<file path="src/design/ppbl_pkg.sv">
// Package: types and constants shared by the parallel-port bridge link design.
`timescale 1ns / 1ps
`default_nettype none

package ppbl_pkg;

    localparam logic [2:0] CMD_DATA_WR = 3'd0;
    localparam logic [2:0] CMD_CTRL_WR = 3'd1;
    localparam logic [2:0] CMD_STAT_RD = 3'd2;
    localparam logic [2:0] CMD_EPP_AW  = 3'd3;
    localparam logic [2:0] CMD_EPP_DW  = 3'd4;
    localparam logic [2:0] CMD_EPP_AR  = 3'd5;
    localparam logic [2:0] CMD_EPP_DR  = 3'd6;

    localparam int CT_STROBE_BIT = 0;
    localparam int CT_AUTOFD_BIT = 1;
    localparam int CT_INIT_BIT   = 2;
    localparam int CT_SELECT_BIT = 3;

    localparam logic [3:0] CT_STROBE = 4'h1;
    localparam logic [3:0] CT_AUTOFD = 4'h2;
    localparam logic [3:0] CT_INIT   = 4'h4;
    localparam logic [3:0] CT_SELECT = 4'h8;

    localparam logic [7:0] ST_ACK  = 8'h40;
    localparam logic [7:0] ST_BUSY = 8'h80;
    localparam logic [7:0] ST_MASK = 8'hf8;
    localparam logic [7:0] ST_IDLE = 8'hd8;

    localparam logic [7:0] MODE_REG     = 8'h04;
    localparam logic [7:0] MODE_FIELD   = 8'h18;
    localparam logic [7:0] MODE_SEL_EPP = 8'h18;
    localparam logic [7:0] MODE_SEL_BYTE = 8'h10;
    localparam logic [7:0] EPP_ADDR_RD_VAL = 8'hff;

    localparam logic [1:0] MODE_NIBBLE = 2'd0;
    localparam logic [1:0] MODE_BYTE   = 2'd1;
    localparam logic [1:0] MODE_EPP    = 2'd2;

    typedef struct packed {
        logic [7:0] data_latch;
        logic [7:0] control_latch;
        logic       connected;
        logic [1:0] knock_count;
        logic       ident_phase;
        logic       latching;
        logic       committed;
        logic [7:0] reg_ptr;
        logic [7:0] read_hold;
        logic       high_next;
        logic [1:0] mode;
        logic [7:0] status_out;
    } link_state_t;

    typedef struct packed {
        logic       we;
        logic [7:0] addr;
        logic [7:0] data;
    } store_wr_t;

    typedef struct packed {
        logic [7:0] status_lines;
        logic [7:0] data_lines;
        logic       data_driven;
        logic       link_up;
    } result_t;

endpackage

`default_nettype wire

</file>
<file path="src/design/ppbl_req_if.sv">
// Interface: host access request channel.
`timescale 1ns / 1ps
`default_nettype none

interface ppbl_req_if;
    logic       valid;
    logic       ready;
    logic [2:0] cmd;
    logic [7:0] value;

    modport source (output valid, output cmd, output value, input ready);
    modport sink   (input valid, input cmd, input value, output ready);
endinterface

`default_nettype wire

</file>
<file path="src/design/ppbl_rsp_if.sv">
// Interface: access result channel.
`timescale 1ns / 1ps
`default_nettype none

interface ppbl_rsp_if;
    logic       valid;
    logic       ready;
    logic [7:0] status_lines;
    logic [7:0] data_lines;
    logic       data_driven;
    logic       link_up;

    modport source (output valid, output status_lines, output data_lines,
                    output data_driven, output link_up, input ready);
    modport sink   (input valid, input status_lines, input data_lines,
                    input data_driven, input link_up, output ready);
endinterface

`default_nettype wire

</file>
<file path="src/design/ppbl_ctrl.sv">
// Link control: next-state, store write and result for one host access.
`timescale 1ns / 1ps
`default_nettype none

module ppbl_ctrl
    import ppbl_pkg::*;
(
    input  link_state_t cur,
    input  logic [2:0]  cmd,
    input  logic [7:0]  value,
    input  logic [1:0]  unit_address,
    input  logic [7:0]  store_rd,
    output link_state_t nxt,
    output store_wr_t   wr,
    output result_t     res
);

    function automatic logic [7:0] nibble_code(input logic [3:0] v);
        return {v[3], 1'b0, v[2:0], 3'b000};
    endfunction

    function automatic logic [7:0] link_answer(input logic [1:0] m);
        return (m == MODE_EPP) ? (ST_ACK | ST_BUSY) : ST_ACK;
    endfunction

    logic [3:0] chg;
    logic [3:0] lines;
    logic [3:0] prev_lines;
    logic       do_close;
    logic       go_on;
    logic       drove;
    logic [7:0] drove_val;
    logic [1:0] knock_inc;
    logic [7:0] id_val;
    logic [7:0] stat;

    assign chg        = cur.control_latch[3:0] ^ value[3:0];
    assign lines      = value[3:0];
    assign prev_lines = cur.control_latch[3:0];
    assign knock_inc  = cur.knock_count + 2'd1;

    always_comb
    begin
        nxt       = cur;
        wr        = '0;
        wr.addr   = cur.reg_ptr;
        drove     = 1'b0;
        drove_val = 8'h00;
        do_close  = 1'b0;
        go_on     = 1'b0;

        unique case (cmd)
            CMD_DATA_WR:
            begin
                nxt.data_latch  = value;
                nxt.knock_count = 2'd0;
                drove           = 1'b1;
                drove_val       = value;
            end
            CMD_CTRL_WR:
            begin
                nxt.control_latch = value;
                if (chg != 4'h0)
                begin
                    if (cur.latching)
                    begin
                        if (chg[CT_AUTOFD_BIT])
                        begin
                            wr.we         = 1'b1;
                            wr.data       = cur.data_latch;
                            nxt.committed = 1'b1;
                        end
                        if (!lines[CT_STROBE_BIT])
                        begin
                            nxt.latching = 1'b0;
                            if (!(cur.committed || chg[CT_AUTOFD_BIT]))
                                do_close = 1'b1;
                        end
                    end
                    else if (cur.connected && lines == (CT_STROBE | CT_SELECT))
                    begin
                        nxt.latching  = 1'b1;
                        nxt.committed = 1'b0;
                        nxt.reg_ptr   = cur.data_latch;
                        nxt.high_next = 1'b0;
                    end
                    else if (cur.connected && prev_lines == CT_AUTOFD
                             && lines[CT_SELECT_BIT])
                    begin
                        do_close = 1'b1;
                    end
                    else if (cur.ident_phase)
                    begin
                        if (chg[CT_SELECT_BIT])
                            nxt.ident_phase = 1'b0;
                    end
                    else if ((lines & ~CT_SELECT) != CT_INIT)
                    begin
                        nxt.knock_count = 2'd0;
                        go_on           = 1'b1;
                    end
                    else if (chg[CT_SELECT_BIT])
                    begin
                        nxt.knock_count = knock_inc;
                        if (knock_inc == 2'd3)
                        begin
                            nxt.knock_count = 2'd0;
                            if (cur.data_latch == {6'd0, unit_address})
                            begin
                                nxt.connected   = 1'b1;
                                nxt.ident_phase = 1'b1;
                                nxt.high_next   = 1'b0;
                                nxt.status_out  = link_answer(cur.mode);
                            end
                        end
                    end
                    else
                    begin
                        go_on = 1'b1;
                    end

                    if (go_on && cur.connected)
                    begin
                        if (chg[CT_AUTOFD_BIT])
                        begin
                            nxt.reg_ptr    = cur.data_latch;
                            nxt.high_next  = 1'b0;
                            nxt.status_out = link_answer(cur.mode);
                        end
                        else if (chg[CT_INIT_BIT])
                        begin
                            if (lines[CT_STROBE_BIT])
                            begin
                                wr.we   = 1'b1;
                                wr.data = cur.data_latch;
                            end
                            else if (cur.mode == MODE_BYTE)
                            begin
                                nxt.status_out = 8'h00;
                                drove          = 1'b1;
                                drove_val      = store_rd;
                            end
                            else if (cur.high_next)
                            begin
                                nxt.status_out = nibble_code(cur.read_hold[7:4]);
                                nxt.high_next  = 1'b0;
                            end
                            else
                            begin
                                nxt.read_hold  = store_rd;
                                nxt.status_out = nibble_code(store_rd[3:0]);
                                nxt.high_next  = 1'b1;
                            end
                        end
                    end

                    if (do_close && cur.connected)
                    begin
                        nxt.connected   = 1'b0;
                        nxt.knock_count = 2'd0;
                        nxt.ident_phase = 1'b0;
                        nxt.latching    = 1'b0;
                        nxt.status_out  = 8'h00;
                    end
                end
            end
            CMD_EPP_AW:
            begin
                nxt.reg_ptr   = value;
                nxt.high_next = 1'b0;
            end
            CMD_EPP_DW:
            begin
                wr.we   = 1'b1;
                wr.data = value;
            end
            CMD_EPP_AR:
            begin
                drove     = 1'b1;
                drove_val = EPP_ADDR_RD_VAL;
            end
            CMD_EPP_DR:
            begin
                drove     = 1'b1;
                drove_val = store_rd;
            end
            default:
            begin
            end
        endcase

        if (wr.we && wr.addr == MODE_REG)
        begin
            if ((wr.data & MODE_FIELD) == MODE_SEL_EPP)
                nxt.mode = MODE_EPP;
            else if ((wr.data & MODE_FIELD) == MODE_SEL_BYTE)
                nxt.mode = MODE_BYTE;
            else
                nxt.mode = MODE_NIBBLE;
        end
    end

    always_comb
    begin
        id_val = nxt.control_latch[CT_AUTOFD_BIT] ? {6'd0, unit_address}
                                                  : ~{6'd0, unit_address};
        if (nxt.connected && nxt.ident_phase)
            stat = link_answer(nxt.mode) | {2'b00, id_val[2:0], 3'b000};
        else if (nxt.connected)
            stat = nxt.status_out;
        else
            stat = ST_IDLE;
        res.status_lines = stat & ST_MASK;
        res.data_lines   = drove ? drove_val : 8'h00;
        res.data_driven  = drove;
        res.link_up      = nxt.connected;
    end

endmodule

`default_nettype wire

</file>
<file path="src/design/ppbl_out_buf.sv">
// Two-entry result buffer between the link logic and the result channel.
`timescale 1ns / 1ps
`default_nettype none

module ppbl_out_buf
    import ppbl_pkg::*;
(
    input  logic       clk,
    input  logic       rst_n,
    input  logic       push,
    input  result_t    push_data,
    output logic       can_push,
    ppbl_rsp_if.source rsp
);

    logic [1:0] count_reg;
    logic [1:0] count_next;
    result_t    head_reg;
    result_t    tail_reg;
    logic       pop;

    assign pop      = rsp.valid && rsp.ready;
    assign can_push = (count_reg != 2'd2);

    always_comb
    begin
        count_next = count_reg;
        if (push && !pop)
            count_next = count_reg + 2'd1;
        else if (pop && !push)
            count_next = count_reg - 2'd1;
    end

    always_ff @(posedge clk or negedge rst_n)
    begin
        if (!rst_n)
            count_reg <= 2'd0;
        else
            count_reg <= count_next;
    end

    always_ff @(posedge clk)
    begin
        if (push && !pop)
        begin
            if (count_reg == 2'd0)
                head_reg <= push_data;
            else
                tail_reg <= push_data;
        end
        else if (pop && !push)
        begin
            head_reg <= tail_reg;
        end
        else if (pop && push)
        begin
            if (count_reg == 2'd1)
                head_reg <= push_data;
            else
            begin
                head_reg <= tail_reg;
                tail_reg <= push_data;
            end
        end
    end

    assign rsp.valid        = (count_reg != 2'd0);
    assign rsp.status_lines = head_reg.status_lines;
    assign rsp.data_lines   = head_reg.data_lines;
    assign rsp.data_driven  = head_reg.data_driven;
    assign rsp.link_up      = head_reg.link_up;

endmodule

`default_nettype wire

</file>
<file path="src/design/parallel_port_bridge_link_top.sv">
// Top level: parallel-port bridge link, device side, with register store.
//
//  Channel | Dir | Payload                                          | Transfer
//  req     | in  | cmd[2:0], value[7:0]                             | valid && ready
//  rsp     | out | status_lines, data_lines, data_driven, link_up   | valid && ready
//  cfg     | in  | cfg_wdata[1:0] (unit address)                    | cfg_we
//
//  One access per cycle while req is ready; its result is registered into the result
//  buffer and reaches rsp behind any results still held. Store reads use the pointer
//  prefetched into a synchronous RAM read, with write-to-read forwarding; per-entry
//  valid bits make the store read as zero from reset, so no clearing pass is needed.
//  A two-entry result buffer keeps req ready while one result waits; req stalls
//  only when both entries are held.
`timescale 1ns / 1ps
`default_nettype none

module parallel_port_bridge_link_top
    import ppbl_pkg::*;
(
    input  logic       clk,
    input  logic       rst_n,
    ppbl_req_if.sink   req,
    ppbl_rsp_if.source rsp,
    input  logic       cfg_we,
    input  logic [1:0] cfg_wdata
);

    link_state_t state_reg;
    link_state_t state_next;
    store_wr_t   wr;
    result_t     res;
    logic [1:0]  unit_address_reg;
    logic        accept;
    logic        can_push;
    logic        mem_we;
    logic [7:0]  rd_addr;

    logic [7:0]  store_mem [256];
    logic [255:0] entry_valid_reg;
    logic [7:0]  rd_data_reg;
    logic        rd_valid_reg;
    logic        fwd_hit_reg;
    logic [7:0]  fwd_data_reg;
    logic        fwd_hit;
    logic [7:0]  store_rd;

    assign req.ready = can_push;
    assign accept    = req.valid && can_push;
    assign mem_we    = accept && wr.we;
    assign rd_addr   = accept ? state_next.reg_ptr : state_reg.reg_ptr;
    assign fwd_hit   = mem_we && (wr.addr == rd_addr);
    assign store_rd  = !rd_valid_reg ? 8'h00 : (fwd_hit_reg ? fwd_data_reg : rd_data_reg);

    ppbl_ctrl u_ctrl (
        .cur          (state_reg),
        .cmd          (req.cmd),
        .value        (req.value),
        .unit_address (unit_address_reg),
        .store_rd     (store_rd),
        .nxt          (state_next),
        .wr           (wr),
        .res          (res)
    );

    always_ff @(posedge clk or negedge rst_n)
    begin
        if (!rst_n)
        begin
            state_reg        <= '0;
            unit_address_reg <= 2'd0;
            entry_valid_reg  <= '0;
            rd_valid_reg     <= 1'b0;
        end
        else
        begin
            if (cfg_we)
                unit_address_reg <= cfg_wdata;
            if (accept)
                state_reg <= state_next;
            if (mem_we)
                entry_valid_reg[wr.addr] <= 1'b1;
            rd_valid_reg <= entry_valid_reg[rd_addr] | fwd_hit;
        end
    end

    always_ff @(posedge clk)
    begin
        if (mem_we)
            store_mem[wr.addr] <= wr.data;
        rd_data_reg  <= store_mem[rd_addr];
        fwd_hit_reg  <= fwd_hit;
        fwd_data_reg <= wr.data;
    end

    ppbl_out_buf u_out_buf (
        .clk       (clk),
        .rst_n     (rst_n),
        .push      (accept),
        .push_data (res),
        .can_push  (can_push),
        .rsp       (rsp)
    );

endmodule

`default_nettype wire

</file>
<file path="src/flat_wrapper.sv">
// flat-port wrapper written by rule: the top's interface ports become plain ports
module parallel_port_bridge_link_top_flat import ppbl_pkg::*;
  (clk, rst_n, cfg_we, cfg_wdata, req_valid, req_cmd, req_value, req_ready, rsp_valid, rsp_status_lines, rsp_data_lines, rsp_data_driven, rsp_link_up, rsp_ready);
  ppbl_req_if req_i ();
  ppbl_rsp_if rsp_i ();
  input  logic clk;
  input  logic rst_n;
  input  logic cfg_we;
  input  logic [1:0] cfg_wdata;
  input wire logic [$bits(req_i.valid)-1:0] req_valid;
  input wire logic [$bits(req_i.cmd)-1:0] req_cmd;
  input wire logic [$bits(req_i.value)-1:0] req_value;
  output wire logic [$bits(req_i.ready)-1:0] req_ready;
  output wire logic [$bits(rsp_i.valid)-1:0] rsp_valid;
  output wire logic [$bits(rsp_i.status_lines)-1:0] rsp_status_lines;
  output wire logic [$bits(rsp_i.data_lines)-1:0] rsp_data_lines;
  output wire logic [$bits(rsp_i.data_driven)-1:0] rsp_data_driven;
  output wire logic [$bits(rsp_i.link_up)-1:0] rsp_link_up;
  input wire logic [$bits(rsp_i.ready)-1:0] rsp_ready;
  assign req_i.valid = req_valid;
  assign req_i.cmd = req_cmd;
  assign req_i.value = req_value;
  assign req_ready = req_i.ready;
  assign rsp_valid = rsp_i.valid;
  assign rsp_status_lines = rsp_i.status_lines;
  assign rsp_data_lines = rsp_i.data_lines;
  assign rsp_data_driven = rsp_i.data_driven;
  assign rsp_link_up = rsp_i.link_up;
  assign rsp_i.ready = rsp_ready;
  parallel_port_bridge_link_top u_core (.clk(clk), .rst_n(rst_n), .req(req_i), .rsp(rsp_i), .cfg_we(cfg_we), .cfg_wdata(cfg_wdata));
endmodule
</file>
<file path="config.mk">
export PLATFORM = sky130hd
export DESIGN_NAME = parallel_port_bridge_link_top_flat
export DESIGN_NICKNAME = d
export VERILOG_FILES = /design/src/design/ppbl_pkg.sv /design/src/design/ppbl_req_if.sv /design/src/design/ppbl_rsp_if.sv /design/src/design/ppbl_ctrl.sv /design/src/design/ppbl_out_buf.sv /design/src/design/parallel_port_bridge_link_top.sv /design/src/flat_wrapper.sv
export SDC_FILE = /design/constraint.sdc
export NUM_CORES = 2
export LEC_CHECK = 0
export BUFFER_PORTS_ARGS = -buffer_cell sky130_fd_sc_hd__buf_4
export CORE_UTILIZATION = 55
export CTS_CLUSTER_SIZE = 8
export DETAILED_ROUTE_END_ITERATION = 8
export PLACE_DENSITY_LB_ADDON = 0.3
export SYNTH_ARGS = -nofsm -noshare
export SYNTH_HDL_FRONTEND = slang
export SYNTH_SLANG_ARGS = --single-unit
</file>
<file path="constraint.sdc">
create_clock -name clk -period 7.5 [get_ports clk]
set_input_delay 1.5 -clock clk [delete_from_list [all_inputs] [get_ports clk]]
set_output_delay 1.5 -clock clk [all_outputs]
set_load 0.005 [all_outputs]
</file>
==> summary.md <==
| Metric | Value |
|---|---|
| Status | complete, no violations |
| Synth top area cells | edfxtp_1, nand2_1, dfrtp_1 |
| Crit. Startpoint | u_core.u_out_buf.count_reg[0] |
| H-tree depth | 5 |
| Tightest Hold Check Type | reg2reg |
| Peak Freq | 149.5 MHz |
| Finish-stage setup viols | 0 |
| Reg area | 70220 sq um |
| Worst-Skew Late Latency | 0.95 ns |
| Peak supply drop | 281.1 uV |
| Hold Fails Final Rpt | 0 |
| Worst Path Required | 8.32 ns |
| Drt wl/cell | 29.36 um |
| Multi-input gate area | 24660 sq um |
| Reg2reg path depth | 14 |
| Congestion Overflow GR | 0 |
| Root Buffer | clkbuf_16 |
| Clock-pin transition on the worst setup and hold timing paths | 0.05 ns |
| Total routed wirelength | 305.9 mm |
| Met1 wire length | 110.3 mm |
| TNS Setup | 0 ns |
| Die span in x | 422.3 um |
| Final min period | 6.689 ns |
| Max stage delay on crit path | 1.03 ns |
| Worst Skew | 0.07637 ns |
| Mean post-synth cell area | 12.68 sq um |
| Power Density | 361.3 nW/um^2 |
| Longest Clk Path Bufs | 4 |
| Post-CTS resize count | 0 |
| Layout Nets | 7843 |
| Hold-fix buffers, CTS | 0 |
| Fillers | 12640 |
| Post-route setup slack | 0.8112 ns |
| Largest net degree at the start of global routing | 136 |
| DPL Wire Length | 182.0 mm |
| Finished Cell Area | 110800 sq um |
| CP startpoint kind | register |
| Layout cells sized above 1 | 12.58% |
| Post-synthesis register bit count | 2394 |
| Cell mode on critical path | nand3_1 |
| Post-synth EDFFs | 2078 |
| Worst r2r src | u_core.u_out_buf.count_reg[0] |
| Asr flop ratio synth | 12.49% |
| Final Slew Violations | 0 |
| Die height | 422.3 um |
| Slew headroom | 7.575% |
| Port buffer count | 34 |
| Cell taking the most area after synthesis | edfxtp_1 |
| DP Area | 100800 sq um |
| Synth top area share | 64.23% |
| Via count | 68036 |
| Met2 WL | 134.9 mm |
| Post-route DRC violation count | 0 |
| Global-route wire length before repair | 443.7 mm |
| Most numerous cell in the Yosys netlist | edfxtp_1 |
| Yosys warning count | 0 |
| Layout Area Growth over Synthesis | 14.03% |
| Final Cycle Share | 89.18% |
| MaxCap Viol Count | 0 |
| CP Cell Sequence | inv_1 > ha_1 > and4bb_1 > nor2b_1 > a311oi_4 > o221a_4 > buf_12 > buf_4 > nand3_1 > nand3_1 > a21oi_1 > o31ai_1 > a211oi_1 > or4_1 |
| Register area share after synthesis | 72.29% |
| TritonRoute pass-1 iters | 8 |
| RSZ-0062 raised after global routing | false |
| I/O pin count | 38 |
| Distinct cell type count after synthesis | 96 |
| Vias in the first global route | 64664 |
| Top FF cell, synth | edfxtp_1 |
| Most frequent cells after synthesis | edfxtp_1, nand2_1, nand3_1 |
| Routed vias/inst | 6.529 |
| Top routing layer in use | met5 |
| Row count | 153 |
| Setup crit end kind | register |
| Core area | 174600 sq um |
| Num Clock Sinks | 2394 |
| CTS buffer count | 350 |
| Worst slew pin tran | 1.381 ns |
| Max FFs per register | 2048 |
| Post-Syn Instances | 7659 |
| Starting DRC count in detailed routing | 10750 |
| Post-CTS setup buffers | 0 |
| RePlAce Congestion | 0.9532 |
| Leakage | 40.51 nW |
| CTS tree | built |
| Worst path slowest cell | a311oi_4 |
| Full die area | 178300 sq um |
| Hold depth | 1 |
| Initial antenna violation count | 16 |
| Final Util | 63.45% |
| Setup WS pre-CTS | 0.2075 ns |
| Worst EP arrival | 7.51 ns |
| DR WL met3 | 41.45 mm |
| CP Max Fanout | 119 |
| Hold wc startpoint | u_core.entry_valid_reg[10] |
| Initial Util | 55.64% |
| Tot GR Track Use | 33.91% |
| CP Class | reg2reg |
| Final ANT Viol Nets | 0 |
| Cell Area, Synth | 97140 sq um |
-- final timing paths --
kind                                               end  slack, ns
min                         u_core.entry_valid_reg[10]       0.46
max reg2reg                      u_core.rd_data_reg[0]       0.81
max in group asynchronous   u_core.entry_valid_reg[53]       5.60
max                              u_core.rd_data_reg[0]       0.81
min reg2reg                 u_core.entry_valid_reg[10]       0.46
min in group asynchronous  u_core.entry_valid_reg[229]       0.52
-- per-layer routing --
layer,vias up,track usage (%)
li1,28338,-
met1,33473,46.14
met5,-,0.4301
met4,20,18.70
met2,5195,49.70
met3,1010,9.165
-- critical path: cells and delay by family (launching register included) --
kind / cells / cell delay, ns
adder cells (fa/ha/maj): 1 / 0.27
flip-flops: 1 / 0.38
AND/OR/NAND/NOR: 5 / 1.72
AO/OA/AOI/OAI: 5 / 3.09
buffers and inverters: 3 / 1.03
-- kinds of logic (layout without fill, tap and decap cells) --
logic type	Yosys count	after routing	share of synthesized area, %
and+or+nand+nor	3725	3725	16.98
adders and majority gates	5	5	0.06440
other	1	14	0.003860
xor gates and xnor gates	12	12	0.1275
AOI/OAI and AO/OA	794	794	5.705
DFF	2394	2394	72.29
muxes	215	215	2.272
buffers and inverters	513	937	2.559
-- where the power goes --
group | internal, mW | total [mW] | switching, mW | leakage [nW]
sequential | 14.6 | 14.9 | 0.221 | 23.5
combinational | 2.98 | 10.8 | 7.83 | 12.3
clock | 8.84 | 14.4 | 5.53 | 4.75
-- cells in the final DEF, fill, tap and decap left out, drive strengths merged, types with 9 or more instances in the layout --
| cell | instances |
|---|---|
| nor3 | 28 |
| and3 | 102 |
| a22oi | 58 |
| inv | 25 |
| a21o | 10 |
| buf | 296 |
| or2 | 255 |
| o21ai | 78 |
| o31ai | 9 |
| a22o | 18 |
| diode | 11 |
| a2111oi | 12 |
| nor2 | 316 |
| o22ai | 21 |
| a21oi | 176 |
| a31oi | 155 |
| a221oi | 25 |
| nor4 | 24 |
| dfxtp | 17 |
| nand3 | 843 |
| a32o | 15 |
| mux2i | 171 |
| edfxtp | 2078 |
| o211ai | 15 |
| a211oi | 22 |
| nand4 | 78 |
| clkbuf | 610 |
| a32oi | 75 |
| nand2 | 2017 |
| nor2b | 14 |
| and2 | 21 |
| dfrtp | 299 |
| o2111ai | 11 |
| a311oi | 45 |
| mux2 | 44 |
-- area by class of cell --
type | instances | area share (%)
Antenna cell | 11 | 0.02485
Clock buffer | 610 | 8.950
Clock inverter | 7 | 0.07342
Inverter | 24 | 0.1062
Multi-Input combinational cell | 4754 | 22.26
Sequential cell | 2394 | 63.39
Tap cell | 2325 | 2.626
Timing Repair Buffer | 296 | 2.566
-- stage by stage --
stage | instances | power [mW] | hold WS [ns]
after floorplan | 7661 | 21.37 | 0.4346
after global placement | 9793 | 25.32 | 0.4488
after detailed placement | 9793 | 25.42 | 0.4512
after CTS | 10410 | 39.64 | 0.4640
after global routing | 10410 | 41.04 | 0.4712
final | 10421 | 40.03 | 0.4621
Note: power is estimated with default switching activity, not from simulation.
